==> config.mk <==
export PLATFORM = sky130hd
export DESIGN_NAME = greedy_word_wrap
export DESIGN_NICKNAME = d
export VERILOG_FILES = /design/src/design/gww_pkg.sv /design/src/design/gww_ctrl.sv /design/src/design/gww_datapath.sv /design/src/design/greedy_word_wrap.sv
export SDC_FILE = /design/constraint.sdc
export NUM_CORES = 1
export LEC_CHECK = 0
export ABC_AREA = 1
export BUFFER_PORTS_ARGS = -buffer_cell sky130_fd_sc_hd__buf_2
export CAP_MARGIN = 20
export CORE_MARGIN = 3
export CORE_UTILIZATION = 45
export DETAILED_ROUTE_END_ITERATION = 12
export GPL_TIMING_DRIVEN = 1
export HOLD_SLACK_MARGIN = 0.06
export SETUP_SLACK_MARGIN = 0.3
export SYNTH_ARGS = -nofsm -noshare
export SYNTH_HDL_FRONTEND = slang
export SYNTH_SLANG_ARGS = --single-unit
==> constraint.sdc <==
create_clock -name clk -period 11.2 [get_ports clk]
set_clock_uncertainty 0.05 [all_clocks]
set_input_delay 3.36 -clock clk [delete_from_list [all_inputs] [get_ports clk]]
set_output_delay 3.36 -clock clk [all_outputs]
set_load 0.02 [all_outputs]
==> src/design/gww_pkg.sv <==
// ----------------------------------------------------------------------------
// gww_pkg: shared types and constants of the greedy word wrapper
// Transaction payloads, request codes and the command and status groups
// that join the controller and the datapath.
// ----------------------------------------------------------------------------
`default_nettype none

package gww_pkg;

  localparam int LINE_WIDTH_DEF = 78;
  localparam int BYTES_PER_WORD = 8;

  localparam logic [7:0] SPACE_CHAR = 8'h20;

  localparam logic REQ_CHAR = 1'b0;
  localparam logic REQ_END  = 1'b1;

  typedef struct packed {
    logic       req_type;
    logic [7:0] ch;
  } char_item_t;

  typedef struct packed {
    logic [63:0] chars;
    logic [3:0]  char_count;
    logic        end_of_line;
    logic        end_of_text;
  } word_item_t;

  typedef struct packed {
    logic accept;
    logic read;
    logic put;
  } gww_cmd_t;

  typedef struct packed {
    logic line_start;
    logic word_full;
    logic pend;
    logic line_last;
    logic out_free;
  } gww_status_t;

endpackage

`default_nettype wire

==> src/design/gww_ctrl.sv <==
// ----------------------------------------------------------------------------
// gww_ctrl: controller of the greedy word wrapper
// Takes characters while idle and, once a line is cut, steps the datapath
// through fetching and handing out each packed word of the line.
// ----------------------------------------------------------------------------
`default_nettype none

module gww_ctrl (
  input  wire                  clk,
  input  wire                  rst,
  input  wire                  char_valid,
  output logic                 char_ready,
  input  gww_pkg::gww_status_t status,
  output gww_pkg::gww_cmd_t    cmd
);

  typedef enum logic [1:0] {
    ST_IDLE,
    ST_FETCH,
    ST_PUT
  } state_t;

  state_t state;

  always_comb begin
    cmd.accept = char_valid && char_ready;
    cmd.read   = (state == ST_FETCH) && !status.word_full;
    cmd.put    = (state == ST_PUT) && status.out_free && !status.pend;
  end

  always_ff @(posedge clk) begin
    if (rst) begin
      state      <= ST_IDLE;
      char_ready <= 1'b1;
    end else begin
      case (state)
        ST_IDLE: begin
          if (cmd.accept && status.line_start) begin
            state      <= ST_FETCH;
            char_ready <= 1'b0;
          end
        end
        ST_FETCH: begin
          if (status.word_full) begin
            state <= ST_PUT;
          end
        end
        ST_PUT: begin
          if (cmd.put) begin
            if (status.line_last) begin
              state      <= ST_IDLE;
              char_ready <= 1'b1;
            end else begin
              state <= ST_FETCH;
            end
          end
        end
        default: begin
          state      <= ST_IDLE;
          char_ready <= 1'b1;
        end
      endcase
    end
  end

endmodule

`default_nettype wire

==> src/design/gww_datapath.sv <==
// ----------------------------------------------------------------------------
// gww_datapath: line buffer and word packer of the greedy word wrapper
// A circular line buffer with running space trackers decides each cut as a
// character arrives; a cut line is read into words a byte per fetch cycle.
// ----------------------------------------------------------------------------
`default_nettype none

module gww_datapath #(
  parameter int LINE_WIDTH = gww_pkg::LINE_WIDTH_DEF
) (
  input  wire                   clk,
  input  wire                   rst,
  input  gww_pkg::char_item_t   char_item,
  input  gww_pkg::gww_cmd_t     cmd,
  output gww_pkg::gww_status_t  status,
  output logic                  word_valid,
  input  wire                   word_ready,
  output gww_pkg::word_item_t   word_item
);

  localparam int AW = $clog2(LINE_WIDTH);
  localparam int CW = $clog2(LINE_WIDTH + 1);

  logic [7:0]    mem [LINE_WIDTH];
  logic [7:0]    rdata;

  logic [AW-1:0] head;
  logic [CW-1:0] fill;
  logic          sp_valid;
  logic [AW-1:0] last_sp;
  logic [CW-1:0] sp_trim;
  logic [CW-1:0] last_nonsp;

  logic [AW-1:0] rd_ptr;
  logic [CW-1:0] left;
  logic          final_line;
  logic [3:0]    wcnt;
  logic          pend;
  logic [2:0]    pend_idx;
  logic [63:0]   asm_word;

  logic          is_space;
  logic          is_end;
  logic          full_now;
  logic          sp_valid_new;
  logic [AW-1:0] last_sp_new;
  logic [CW-1:0] sp_trim_new;
  logic [AW:0]   wr_sum;
  logic [AW-1:0] wr_addr;
  logic [AW:0]   head_sum;
  logic [AW-1:0] head_next;
  logic [CW-1:0] keep;
  logic [AW-1:0] rd_ptr_next;

  always_comb begin
    is_space     = (char_item.ch == gww_pkg::SPACE_CHAR);
    is_end       = (char_item.req_type == gww_pkg::REQ_END);
    full_now     = (fill == CW'(LINE_WIDTH - 1));
    sp_valid_new = is_space || sp_valid;
    last_sp_new  = is_space ? fill[AW-1:0] : last_sp;
    sp_trim_new  = is_space ? last_nonsp : sp_trim;

    wr_sum  = {1'b0, head} + {1'b0, fill[AW-1:0]};
    wr_addr = (wr_sum >= (AW+1)'(LINE_WIDTH)) ?
              AW'(wr_sum - (AW+1)'(LINE_WIDTH)) : wr_sum[AW-1:0];

    head_sum  = {1'b0, head} + {1'b0, last_sp_new} + (AW+1)'(1);
    head_next = (head_sum >= (AW+1)'(LINE_WIDTH)) ?
                AW'(head_sum - (AW+1)'(LINE_WIDTH)) : head_sum[AW-1:0];
    keep      = CW'(LINE_WIDTH - 1) - CW'(last_sp_new);

    rd_ptr_next = (rd_ptr == AW'(LINE_WIDTH - 1)) ? '0 : rd_ptr + AW'(1);

    status.line_start = is_end || full_now;
    status.word_full  = (left == '0) || (wcnt == 4'(gww_pkg::BYTES_PER_WORD));
    status.pend       = pend;
    status.line_last  = (left == '0);
    status.out_free   = !word_valid || word_ready;
  end

  always_ff @(posedge clk) begin
    if (cmd.accept && !is_end) begin
      mem[wr_addr] <= char_item.ch;
    end
    if (cmd.read) begin
      rdata <= mem[rd_ptr];
    end
  end

  always_ff @(posedge clk) begin
    if (rst) begin
      head       <= '0;
      fill       <= '0;
      sp_valid   <= 1'b0;
      last_nonsp <= '0;
      left       <= '0;
      wcnt       <= '0;
      pend       <= 1'b0;
      word_valid <= 1'b0;
    end else begin
      if (cmd.accept) begin
        rd_ptr   <= head;
        wcnt     <= '0;
        asm_word <= '0;
        pend     <= 1'b0;
        if (is_end) begin
          left       <= fill;
          final_line <= 1'b1;
          fill       <= '0;
          sp_valid   <= 1'b0;
          last_nonsp <= '0;
        end else if (full_now) begin
          final_line <= 1'b0;
          if (sp_valid_new) begin
            left       <= (sp_trim_new == '0) ? '0 : sp_trim_new + CW'(1);
            head       <= head_next;
            fill       <= keep;
            last_nonsp <= keep;
            sp_valid   <= 1'b0;
          end else begin
            left       <= CW'(LINE_WIDTH);
            fill       <= '0;
            last_nonsp <= '0;
            sp_valid   <= 1'b0;
          end
        end else begin
          fill     <= fill + CW'(1);
          sp_valid <= sp_valid_new;
          last_sp  <= last_sp_new;
          sp_trim  <= sp_trim_new;
          if (!is_space) begin
            last_nonsp <= fill + CW'(1);
          end
        end
      end else begin
        pend <= cmd.read;
        if (cmd.read) begin
          rd_ptr   <= rd_ptr_next;
          left     <= left - CW'(1);
          wcnt     <= wcnt + 4'd1;
          pend_idx <= wcnt[2:0];
        end
        if (pend) begin
          asm_word[pend_idx*8 +: 8] <= rdata;
        end
        if (cmd.put) begin
          wcnt     <= '0;
          asm_word <= '0;
        end
      end

      if (cmd.put) begin
        word_valid            <= 1'b1;
        word_item.chars       <= asm_word;
        word_item.char_count  <= wcnt;
        word_item.end_of_line <= (left == '0);
        word_item.end_of_text <= (left == '0) && final_line;
      end else if (word_ready) begin
        word_valid <= 1'b0;
      end
    end
  end

endmodule

`default_nettype wire

==> src/design/greedy_word_wrap.sv <==
// ----------------------------------------------------------------------------
// greedy_word_wrap: streaming greedy word wrapper
// Wraps a character stream into lines of at most LINE_WIDTH characters and
// hands each line out packed up to eight characters per transaction.
//
//   channel  signals                          direction  payload
//   char     char_valid char_ready char_item  in         req_type, ch
//   word     word_valid word_ready word_item  out        chars, count, flags
//
// A character that does not complete a line leaves the controller idle and ready.
// A cut or end of text reads the line buffer one byte per cycle while a word is
// fetched, through its single read port; an empty line still gives one word.
// The output register lets a new character in while the last word waits.
// Reset (rst, synchronous) empties the line buffer at once; no clearing pass.
// ----------------------------------------------------------------------------
`default_nettype none

module greedy_word_wrap #(
  parameter int LINE_WIDTH = gww_pkg::LINE_WIDTH_DEF
) (
  input  wire                 clk,
  input  wire                 rst,
  input  wire                 char_valid,
  output logic                char_ready,
  input  gww_pkg::char_item_t char_item,
  output logic                word_valid,
  input  wire                 word_ready,
  output gww_pkg::word_item_t word_item
);

  gww_pkg::gww_cmd_t    cmd;
  gww_pkg::gww_status_t status;

  gww_ctrl u_ctrl (
    .clk        (clk),
    .rst        (rst),
    .char_valid (char_valid),
    .char_ready (char_ready),
    .status     (status),
    .cmd        (cmd)
  );

  gww_datapath #(
    .LINE_WIDTH (LINE_WIDTH)
  ) u_datapath (
    .clk        (clk),
    .rst        (rst),
    .char_item  (char_item),
    .cmd        (cmd),
    .status     (status),
    .word_valid (word_valid),
    .word_ready (word_ready),
    .word_item  (word_item)
  );

endmodule

`default_nettype wire

# Word-level counts from Yosys, hierarchy flattened
# Memory sizes are Yosys's and may differ from the RTL's. A register that Yosys moved wholly into a read port is not among the register bits.
# Cells that the tools add are included.
[word_totals]
ff_bits = 197
ramBits = 624
in_bits = 13
elab_cells = 127
mem_count = 1
[classes]
add_sub_neg = 12
n_lt_le_gt_ge = 2
n_eq_ne = 12
n_shift = 2
muxes = 37
n_bitwise = 5
n_reduce_logical = 36
[memory_table]
columns = ["memory", "depth", "word_bits", "rd", "rd_ports_with_merged_regs", "wr", "line_no", "source"]
rows = [
  ["u_datapath.mem", 78, 8, 1, 1, 1, "gww_datapath.sv:24", "logic [7:0] mem [LINE_WIDTH];"],
]
[op_table]
columns = ["operator", "count"]
rows = [
  ["2-to-1 mux 7 bit", 19],
  ["bitwise mux 64 bit", 1],
  ["2-to-1 mux 64 bit", 1],
  ["variable shift 8 x 34 -> 64 bit (first input constant)", 1],
  ["variable part select 8 x 34 -> 64 bit", 1],
  ["negator 6 -> 34 bit", 1],
  ["adder 7 x 1 -> 7 bit (second input constant)", 3],
  ["adder 7 x 7 -> 8 bit", 2],
  ["greater-or-equal comparator 8 x 7 -> 1 bit (second input constant)", 2],
  ["== test 7 bit (second input constant)", 2],
  ["logical NOT 7 bit", 2],
  ["subtractor 7 bit (second input constant)", 2],
  ["AND reduction 4 bit", 3],
  ["2-to-1 mux 1 bit", 11],
  ["AND reduction 2 bit", 5],
  ["AND reduction 3 bit", 3],
  ["adder 8 x 1 -> 8 bit (second input constant)", 1],
  ["== test 8 x 6 -> 1 bit (second input constant)", 1],
  ["logical AND 1 bit", 7],
  ["subtractor 7 x 1 -> 7 bit (second input constant)", 1],
  ["subtractor 7 bit (first input constant)", 1],
  ["2-to-1 mux 2 bit", 3],
  ["case mux 2 bit (3 select lines)", 1],
  ["nonzero test 2 bit", 3],
  ["16 further kinds", 29],
]

# Longest topological paths before layout
# Gate-level depths: netlist (run 1).
[logic_depth]
depth_word = 8
depth_mapped = 23

# Modules after synthesis
# Synthesis (run 1) repeated with hierarchy kept, for this count alone.
[unflattened]
cells_unflattened = 2999
area_unflattened_um2 = 34820.9
[modules_own_cells]
columns = ["mod", "instances", "cells_per_inst", "area_per_inst_um2"]
rows = [
  ["gww_datapath", 1, 2964, 34618.2],
  ["gww_ctrl", 1, 35, 202.7],
]

# Least setup slack after synthesis (run 1)
# Ideal clock, no wire load.
[synth_path]
path_kind = "input-to-reg"
from = "input port rst"
to = "register, netlist name u_datapath.word_item[0]"
setup_ns = 0.671
t_arrival_ns = 10.289
slack_ns = 0.190
path_stages = 2
path_buffers = 1
cell_sequence = "clkbuf_1 > nor4_1"
[synth_between]
elab_chain_cells = 2
[synth_rtl]
columns = ["item", "line_no", "source"]
rows = [
  ["from (decl)", "greedy_word_wrap.sv:22", "input wire rst,"],
  ["inverter 1 bit (no line)", "-", ""],
  ["AND reduction 2 bit (no line)", "-", ""],
]
# No other way between the ends.
# A chain may end at the register's enable or synchronous reset.

# Final worst setup path (run 1)
[layout_path]
from = "input port char_item[5] (netlist name)"
to = "register u_datapath.head[3]"
[layout_between]
elab_chain_cells = 6
elab_cells_between_ends = 9
cone_classes = "add/sub (3); order compare (1); eq/ne (1); mux (2); reduce/logical (2)"
[layout_rtl]
columns = ["item", "line_no", "source"]
rows = [
  ["from (decl)", "greedy_word_wrap.sv:25", "input gww_pkg::char_item_t char_item,"],
  ["== test 8 x 6 -> 1 bit *", "gww_datapath.sv:56", "is_space = (char_item.ch == gww_pkg::SPACE_CHAR);"],
  ["2-to-1 mux 7 bit", "gww_datapath.sv:60", "last_sp_new = is_space ? fill[AW-1:0] : last_sp;"],
  ["adder 7 x 7 -> 8 bit", "gww_datapath.sv:67", "head_sum = {1'b0, head} + {1'b0, last_sp_new} + (AW+1)'(1);"],
  ["adder 8 x 1 -> 8 bit", "gww_datapath.sv:67", ""],
  ["subtractor 7 bit or greater-or-equal comparator 8 x 7 -> 1 bit (tied branches)", "gww_datapath.sv:69, gww_datapath.sv:68", ""],
  ["2-to-1 mux 7 bit", "gww_datapath.sv:68", "head_next = (head_sum >= (AW+1)'(LINE_WIDTH)) ?"],
  ["to (signal assigned)", "gww_datapath.sv:116", "head <= head_next;"],
  ["to (decl)", "gww_datapath.sv:27", "logic [AW-1:0] head;"],
]
# Mark *: on every way between the ends. The rest lies on a longest branch, timed or not.

==> flow_metrics.py, run 1 <==
metrics = {
    "routing": {
        "ant_nets": 0,
        "wl_per_cell_um": 21.9,
        "drc": 0,
        "vias": 23100,
        "drt_wl_total_mm": 89.5,
        "firstDrtPassIters": 5,
        "drtIter0Drc": 2650,
        "via_per_inst": 5.67,
    },
    "yosys": {
        "ys_top_cells_by_area": "edfxtp_1 (69%), nor2_1 (6.1%), o21ai_0 (5.9%)",
        "ys_types": 45,
        "syn_area_um2": 34600,
        "synth_common_cells": "edfxtp_1 (791), nor2_1 (564), o21ai_0 (410)",
        "syn_inst": 2938,
        "syn_avg_cell_area_um2": 11.8,
        "syn_nets": 2984,
        "ys_seq_area_frac": 0.709,
        "synth_top_area_frac": 0.687,
        "ys_warn_count": 0,
        "synthFlopType": "edfxtp_1",
        "synth_seq_cells": 829,
        "synth_top_cell_by_area": "edfxtp_1",
        "yosysMostFrequentCell": "edfxtp_1",
        "synth_edf_count": 791,
        "async_flop_share": 0,
    },
    "setup_path": {
        "worstPathRequired_ns": 11.69,
        "path_common_cell": "nand2_1",
        "cp_data_arrival_time_ns": 7.38,
        "r2r_start": "u_datapath.fill[0]",
        "crit_chain": "buf_2, buf_4, nand2_1, nor2_1, nand2_2, o21ai_1, inv_1, fa_1, nand3b_1, nand2_1, xnor2_1, nand3_1, nand2_1, nand2_1, o21ai_0, nand3_1, nand2_1, inv_1",
        "cpPeakStageDelay_ns": 0.66,
        "cp_max_fo": 80,
        "end_kind": "register",
        "critPathLaunch": "char_item[5]",
        "cp_slowest_cell": "buf_4",
        "regToRegSetupSlack_ns": 6.91,
        "critical_path_class": "input port to register",
        "worst_setup_path_start_kind": "input port",
    },
    "place": {
        "portBuffers": 84,
        "dp_hpwl_mm": 54.4,
        "globalplace.congestion": 0.864,
    },
    "global_routing": {
        "grt_max_degree": 207,
        "gr-usage-all-layers": 0.218,
        "grt_pass1_wl_mm": 135,
        "antenna_found_initial": 3,
        "first_global_vias": 22000,
        "grt-ovfl-total": 0,
    },
    "clock_network": {
        "cts_setup_buffers": 0,
        "ctsHtreeMaxLevel": 3,
        "cts_sinks": 829,
        "cts_inserted_buffers": 87,
        "root_buffer": "clkbuf_16",
        "clk_pin_slew_worst_paths_ns": 0.06,
        "cts_resized": 0,
        "clock_path_buffers": 3,
        "holdBufCountCts": 0,
        "tritoncts": "yes",
        "worstSkewPairLatency_ns": 0.63,
    },
    "sta": {
        "max_freq_ghz": 0.145,
        "holdWs_ns": 0.398,
        "slew_headroom": 0.250,
        "final_max_slew_viol_count": 0,
        "post-route-period-util": 0.615,
        "tightest_slew_ns": 1.12,
        "fin_crit_ns": 6.89,
        "setup_violations": 0,
        "fin_setup_tns_ns": 0,
        "rsz0062_at_grt": "false",
        "hold_violations": 0,
    },
    "hold_path": {
        "hold_start": "u_datapath.asm_word[19]",
        "hp-class": "register to register",
    },
    "floorplanning": {
        "die_h_um": 283,
        "die_area_um2": 80200,
        "num_rows": 100,
        "initial_core_util": 0.460,
        "ioPinCount": 85,
        "die_w_um": 283,
        "core_um2": 75200,
    },
    "final_layout": {
        "final.fill_count": 6449,
        "layout-drive-gt1-share": 0.0905,
        "syn_to_final_growth_pct": 12.2,
        "multi_input_area_um2": 8930,
        "seqCellArea_um2": 24500,
        "fin_nets": 3042,
    },
    "power_and_ir_drop": {
        "peakVddDrop_mv": 0.122,
        "powerDensity_nw_per_um2": 207,
        "p_leak_nw": 13.2,
    },
    "run_status": {
        "status": "completed",
    },
    "flow_run": {
        "cap_violations": 0,
    },
}
state kept, by name, summed over array words and instances, names as in the netlist:
signal,flops
u_ctrl.char_ready,1
u_ctrl.state,2
u_datapath.asm_word,64
u_datapath.fill,7
u_datapath.final_line,1
u_datapath.head,7
u_datapath.last_nonsp,7
u_datapath.last_sp,7
u_datapath.left,7
u_datapath.mem,624
u_datapath.pend,1
u_datapath.pend_idx,3
u_datapath.rd_ptr,7
u_datapath.rdata,8
u_datapath.sp_trim,7
u_datapath.sp_valid,1
u_datapath.wcnt,4
u_datapath.word_item,70
u_datapath.word_valid,1
logic make-up after synthesis:
| kind of cell | synth area share |
|---|---|
| and+or+nand+nor | 0.128 |
| xor gates and xnor gates | 0.00554 |
| adders and majority gates | 0.0124 |
| AOI/OAI and AO/OA | 0.112 |
| buffers and inverters | 0.0331 |
| DFF | 0.709 |
critical path, delay by kind of cell:
| family | cells | cell delay [ns] |
|---|---|---|
| simple gates | 10 | 1.86 |
| xor+xnor | 1 | 0.19 |
| compound gates | 2 | 0.56 |
| buf+inv | 4 | 0.92 |
| fa+ha+maj | 1 | 0.44 |
layout make-up:
cell class / count / share of cell area
Tap cell: 1020 / 0.0329
Sequential cell: 829 / 0.632
Multi-Input combinational cell: 1815 / 0.230
Inverter: 145 / 0.0143
Timing Repair Buffer: 118 / 0.0179
Antenna cell: 1 / 0.0000646
Clock buffer: 113 / 0.0617
Clock inverter: 42 / 0.0105
power breakdown:
part / total [mW] / switching [mW] / internal, mW
Sequential: 3.72 / 0.103 / 3.62
Clock: 2.85 / 1.16 / 1.68
Combinational: 1.45 / 1.06 / 0.385
placed cells by master (no fill, tap or decap), types with 3 or more instances in the layout:
| cell type | count |
|---|---|
| a21oi_1 | 94 |
| clkinv_1 | 31 |
| dfxtp_1 | 38 |
| nor3_1 | 10 |
| inv_1 | 132 |
| bufinv_16 | 8 |
| nand3b_1 | 9 |
| inv_6 | 3 |
| clkbuf_16 | 92 |
| xnor2_1 | 8 |
| nand3_2 | 10 |
| a32o_1 | 3 |
| edfxtp_1 | 791 |
| o21ai_0 | 410 |
| xor2_1 | 12 |
| nand2_2 | 16 |
| nor2_1 | 562 |
| buf_2 | 84 |
| o211ai_1 | 40 |
| nor2_2 | 6 |
| o21ai_1 | 7 |
| buf_4 | 32 |
| o21a_1 | 5 |
| a211oi_1 | 11 |
| ha_1 | 31 |
| clkbuf_1 | 20 |
| nand3_1 | 110 |
| o22ai_1 | 106 |
| nand4_1 | 31 |
| o221ai_1 | 12 |
| nand2_1 | 296 |
| nor4_1 | 7 |
| clkinv_2 | 9 |
routing by layer:
metal	share of wire	vias up	wire length [um]	track usage
met5	0.0013	-	113	0.0101
met4	0.034	2	3040	0.0734
met3	0.074	176	6590	0.0451
met2	0.47	902	42300	0.353
met1	0.42	11400	37500	0.295
li1	-	10700	-	-
final timing paths:
check,end,cells after the start
max reg2reg,u_datapath.mem[43][4],11
min reg2reg,u_datapath.word_item[25],0
min,u_datapath.word_item[25],0
max,u_datapath.head[3],18
metrics by stage:
stage | cell area [um2] | setup slack [ns] | util | power [mW] | cells
floorplan | 34600 | 3.17 | - | 4.69 | 2938
global placement | 35900 | 3.76 | 0.478 | 5.19 | 3926
detailed placement | 35900 | 3.65 | 0.478 | 5.22 | 3926
CTS | 38700 | 4.33 | 0.515 | 8.05 | 4081
global route | 38800 | 3.86 | 0.515 | 8.34 | 4083
finish | 38800 | 4.31 | 0.515 | 8.01 | 4083
Power figures use the tool's default switching activity.
==> run 2, diff against run 1 <==
Clock period 11.2 ns to 6.65 ns, I/O delays scaled along.
==> run 2 against run 1 <==
Effect of this change:
- clock power increased by 65%
- via count about the same
- count of clock-buffer cells in the layout decreased by 8
- worst setup slack got worse by 2.5 ns
- largest cell class unchanged
- largest power group unchanged
==> flow_metrics.py, run 2 (synthesis gave the netlist of run 1 again) <==
metrics = {
    "run_status": {
        "status": "completed",
    },
    "floorplanning": {
        "num_rows": 100,
        "die_w_um": 283,
        "ioPinCount": 85,
        "core_um2": 75200,
        "die_area_um2": 80200,
        "initial_core_util": 0.460,
        "die_h_um": 283,
    },
    "global_routing": {
        "grt_pass1_wl_mm": 138,
        "grt_max_degree": 187,
        "use_met3": 0.0400,
        "use_met2": 0.369,
        "met1_usage": 0.299,
        "grt_busiest_layer": "met2",
        "first_global_vias": 22500,
        "gr-usage-all-layers": 0.222,
        "grt-ovfl-total": 0,
        "antenna_found_initial": 3,
    },
    "setup_path": {
        "cp_slowest_cell": "o21ai_0",
        "worstPathRequired_ns": 7.13,
        "worst_setup_path_start_kind": "input port",
        "crit_chain": "buf_2, inv_1, nand2_1, nor2_1, nand2_1, o21ai_0, inv_1, ha_1, fa_1, nand3b_1, nand2_1, xnor2_1, nand3_1, nand2_1, nand2_1, o21ai_0, nand3_1, nand2_1, inv_1",
        "cpPeakStageDelay_ns": 0.51,
        "path_common_cell": "nand2_1",
        "end_kind": "register",
        "cp_data_arrival_time_ns": 5.37,
        "cp_max_fo": 7,
        "critical_path_class": "input port to register",
    },
    "clock_network": {
        "tritoncts": "yes",
        "cts_sinks": 829,
        "worstSkewPairLatency_ns": 0.64,
        "clk_pin_slew_worst_paths_ns": 0.06,
        "cts_setup_buffers": 0,
        "cts_resized": 0,
        "clock_path_buffers": 3,
        "cts_inserted_buffers": 86,
        "root_buffer": "clkbuf_16",
        "ctsHtreeMaxLevel": 3,
        "holdBufCountCts": 0,
    },
    "routing": {
        "via_per_inst": 5.66,
        "ant_nets": 0,
        "firstDrtPassIters": 6,
        "drt_wl_total_mm": 90.8,
        "drtIter0Drc": 2418,
        "drc": 0,
        "wl_per_cell_um": 22.2,
        "vias": 23100,
    },
    "final_layout": {
        "layout-drive-gt1-share": 0.0949,
        "mostFrequentLayoutCell": "edfxtp_1",
        "top_register": "u_datapath.mem",
        "largest_reg_flops": 624,
        "syn_to_final_growth_pct": 12.2,
        "final_cell_mix": "edfxtp_1 (791), nor2_1 (562), o21ai_0 (410)",
        "layout_top_registers": "u_datapath.mem x624, u_datapath.word_item x70, u_datapath.asm_word x64",
        "seqCellArea_um2": 24500,
        "instances_no_fill": 4088,
        "fin_nets": 3045,
        "final.fill_count": 6556,
        "multi_input_area_um2": 8930,
    },
    "place": {
        "globalplace.congestion": 0.878,
        "place_inst": 3931,
        "pre_cts_slack_ns": 1.12,
        "dp_hpwl_mm": 55.9,
        "portBuffers": 84,
    },
    "sta": {
        "tightest_slew_ns": 1.03,
        "fin_setup_tns_ns": 0,
        "slew_headroom": 0.310,
        "post-route-period-util": 0.734,
        "setup_violations": 0,
        "max_freq_ghz": 0.205,
        "hold_violations": 0,
        "setup_slack_ns": 1.77,
        "fin_crit_ns": 4.88,
        "holdWs_ns": 0.404,
        "final_max_slew_viol_count": 0,
        "rsz0062_at_grt": "false",
    },
    "power_and_ir_drop": {
        "peakVddDrop_mv": 0.258,
        "p_leak_nw": 13.3,
        "powerDensity_nw_per_um2": 347,
    },
    "hold_path": {
        "hp-class": "register to register",
    },
    "flow_run": {
        "cap_violations": 0,
    },
}
-- run 2: cell types whose count changed in the layout (fill, tap and decap cells not counted), moves of 2 or more --
cell	delta
clkinv_4	+5
clkbuf_1	-2
clkinv_2	+8
clkinv_1	-8
buf_12	+2
clkbuf_16	-5
-- run 2: layout make-up --
type,instances,share of cell area
antenna,2,0.000129
clock buffer,105,0.0579
clock inverter,50,0.0128
inverter,145,0.0143
multi-input combinational,1815,0.230
sequential,829,0.632
tap,1020,0.0329
timing repair buffer,122,0.0194
-- run 2: metrics by stage --
step | cell area, um2 | total power, mW | util
floorplan | 34600 | 7.90 | -
global placement | 36000 | 8.77 | 0.479
detailed placement | 36000 | 8.83 | 0.479
CTS | 38800 | 13.5 | 0.515
global route | 38800 | 14.0 | 0.516
finish | 38800 | 13.4 | 0.516
-- run 2: final timing paths --
path	startpoint	to	slack [ns]	cells after the start
setup / recovery	char_item[4]	u_datapath.head[3]	1.77	19
hold / removal	u_datapath.asm_word[22]	u_datapath.word_item[28]	0.40	0
setup reg to reg	u_datapath.fill[0]	u_datapath.mem[58][3]	2.47	11
hold reg to reg	u_datapath.asm_word[22]	u_datapath.word_item[28]	0.40	0
-- run 2: routing by layer --
metal  wire, um  share of wire  up-vias
met2      43200           0.48      980
met3       7450          0.082      191
met4       2830          0.031        2
li1           -              -    10700
met1      37300           0.41    11300
met5         13        0.00014        -
-- run 2: where the power goes --
part / leakage [nW] / internal (mW) / switching (mW)
logic: 4.43 / 0.656 / 1.81
registers: 7.48 / 6.09 / 0.187
clock network: 1.35 / 2.69 / 2.02
-- run 2: critical path, delay by kind of cell --
kind / cells / cell delay (ns)
and+or+nand+nor: 10 / 1.58
AOI/OAI and AO/OA: 2 / 0.63
adders and majority gates: 2 / 0.64
buffers and inverters: 4 / 0.30
xor gates and xnor gates: 1 / 0.20
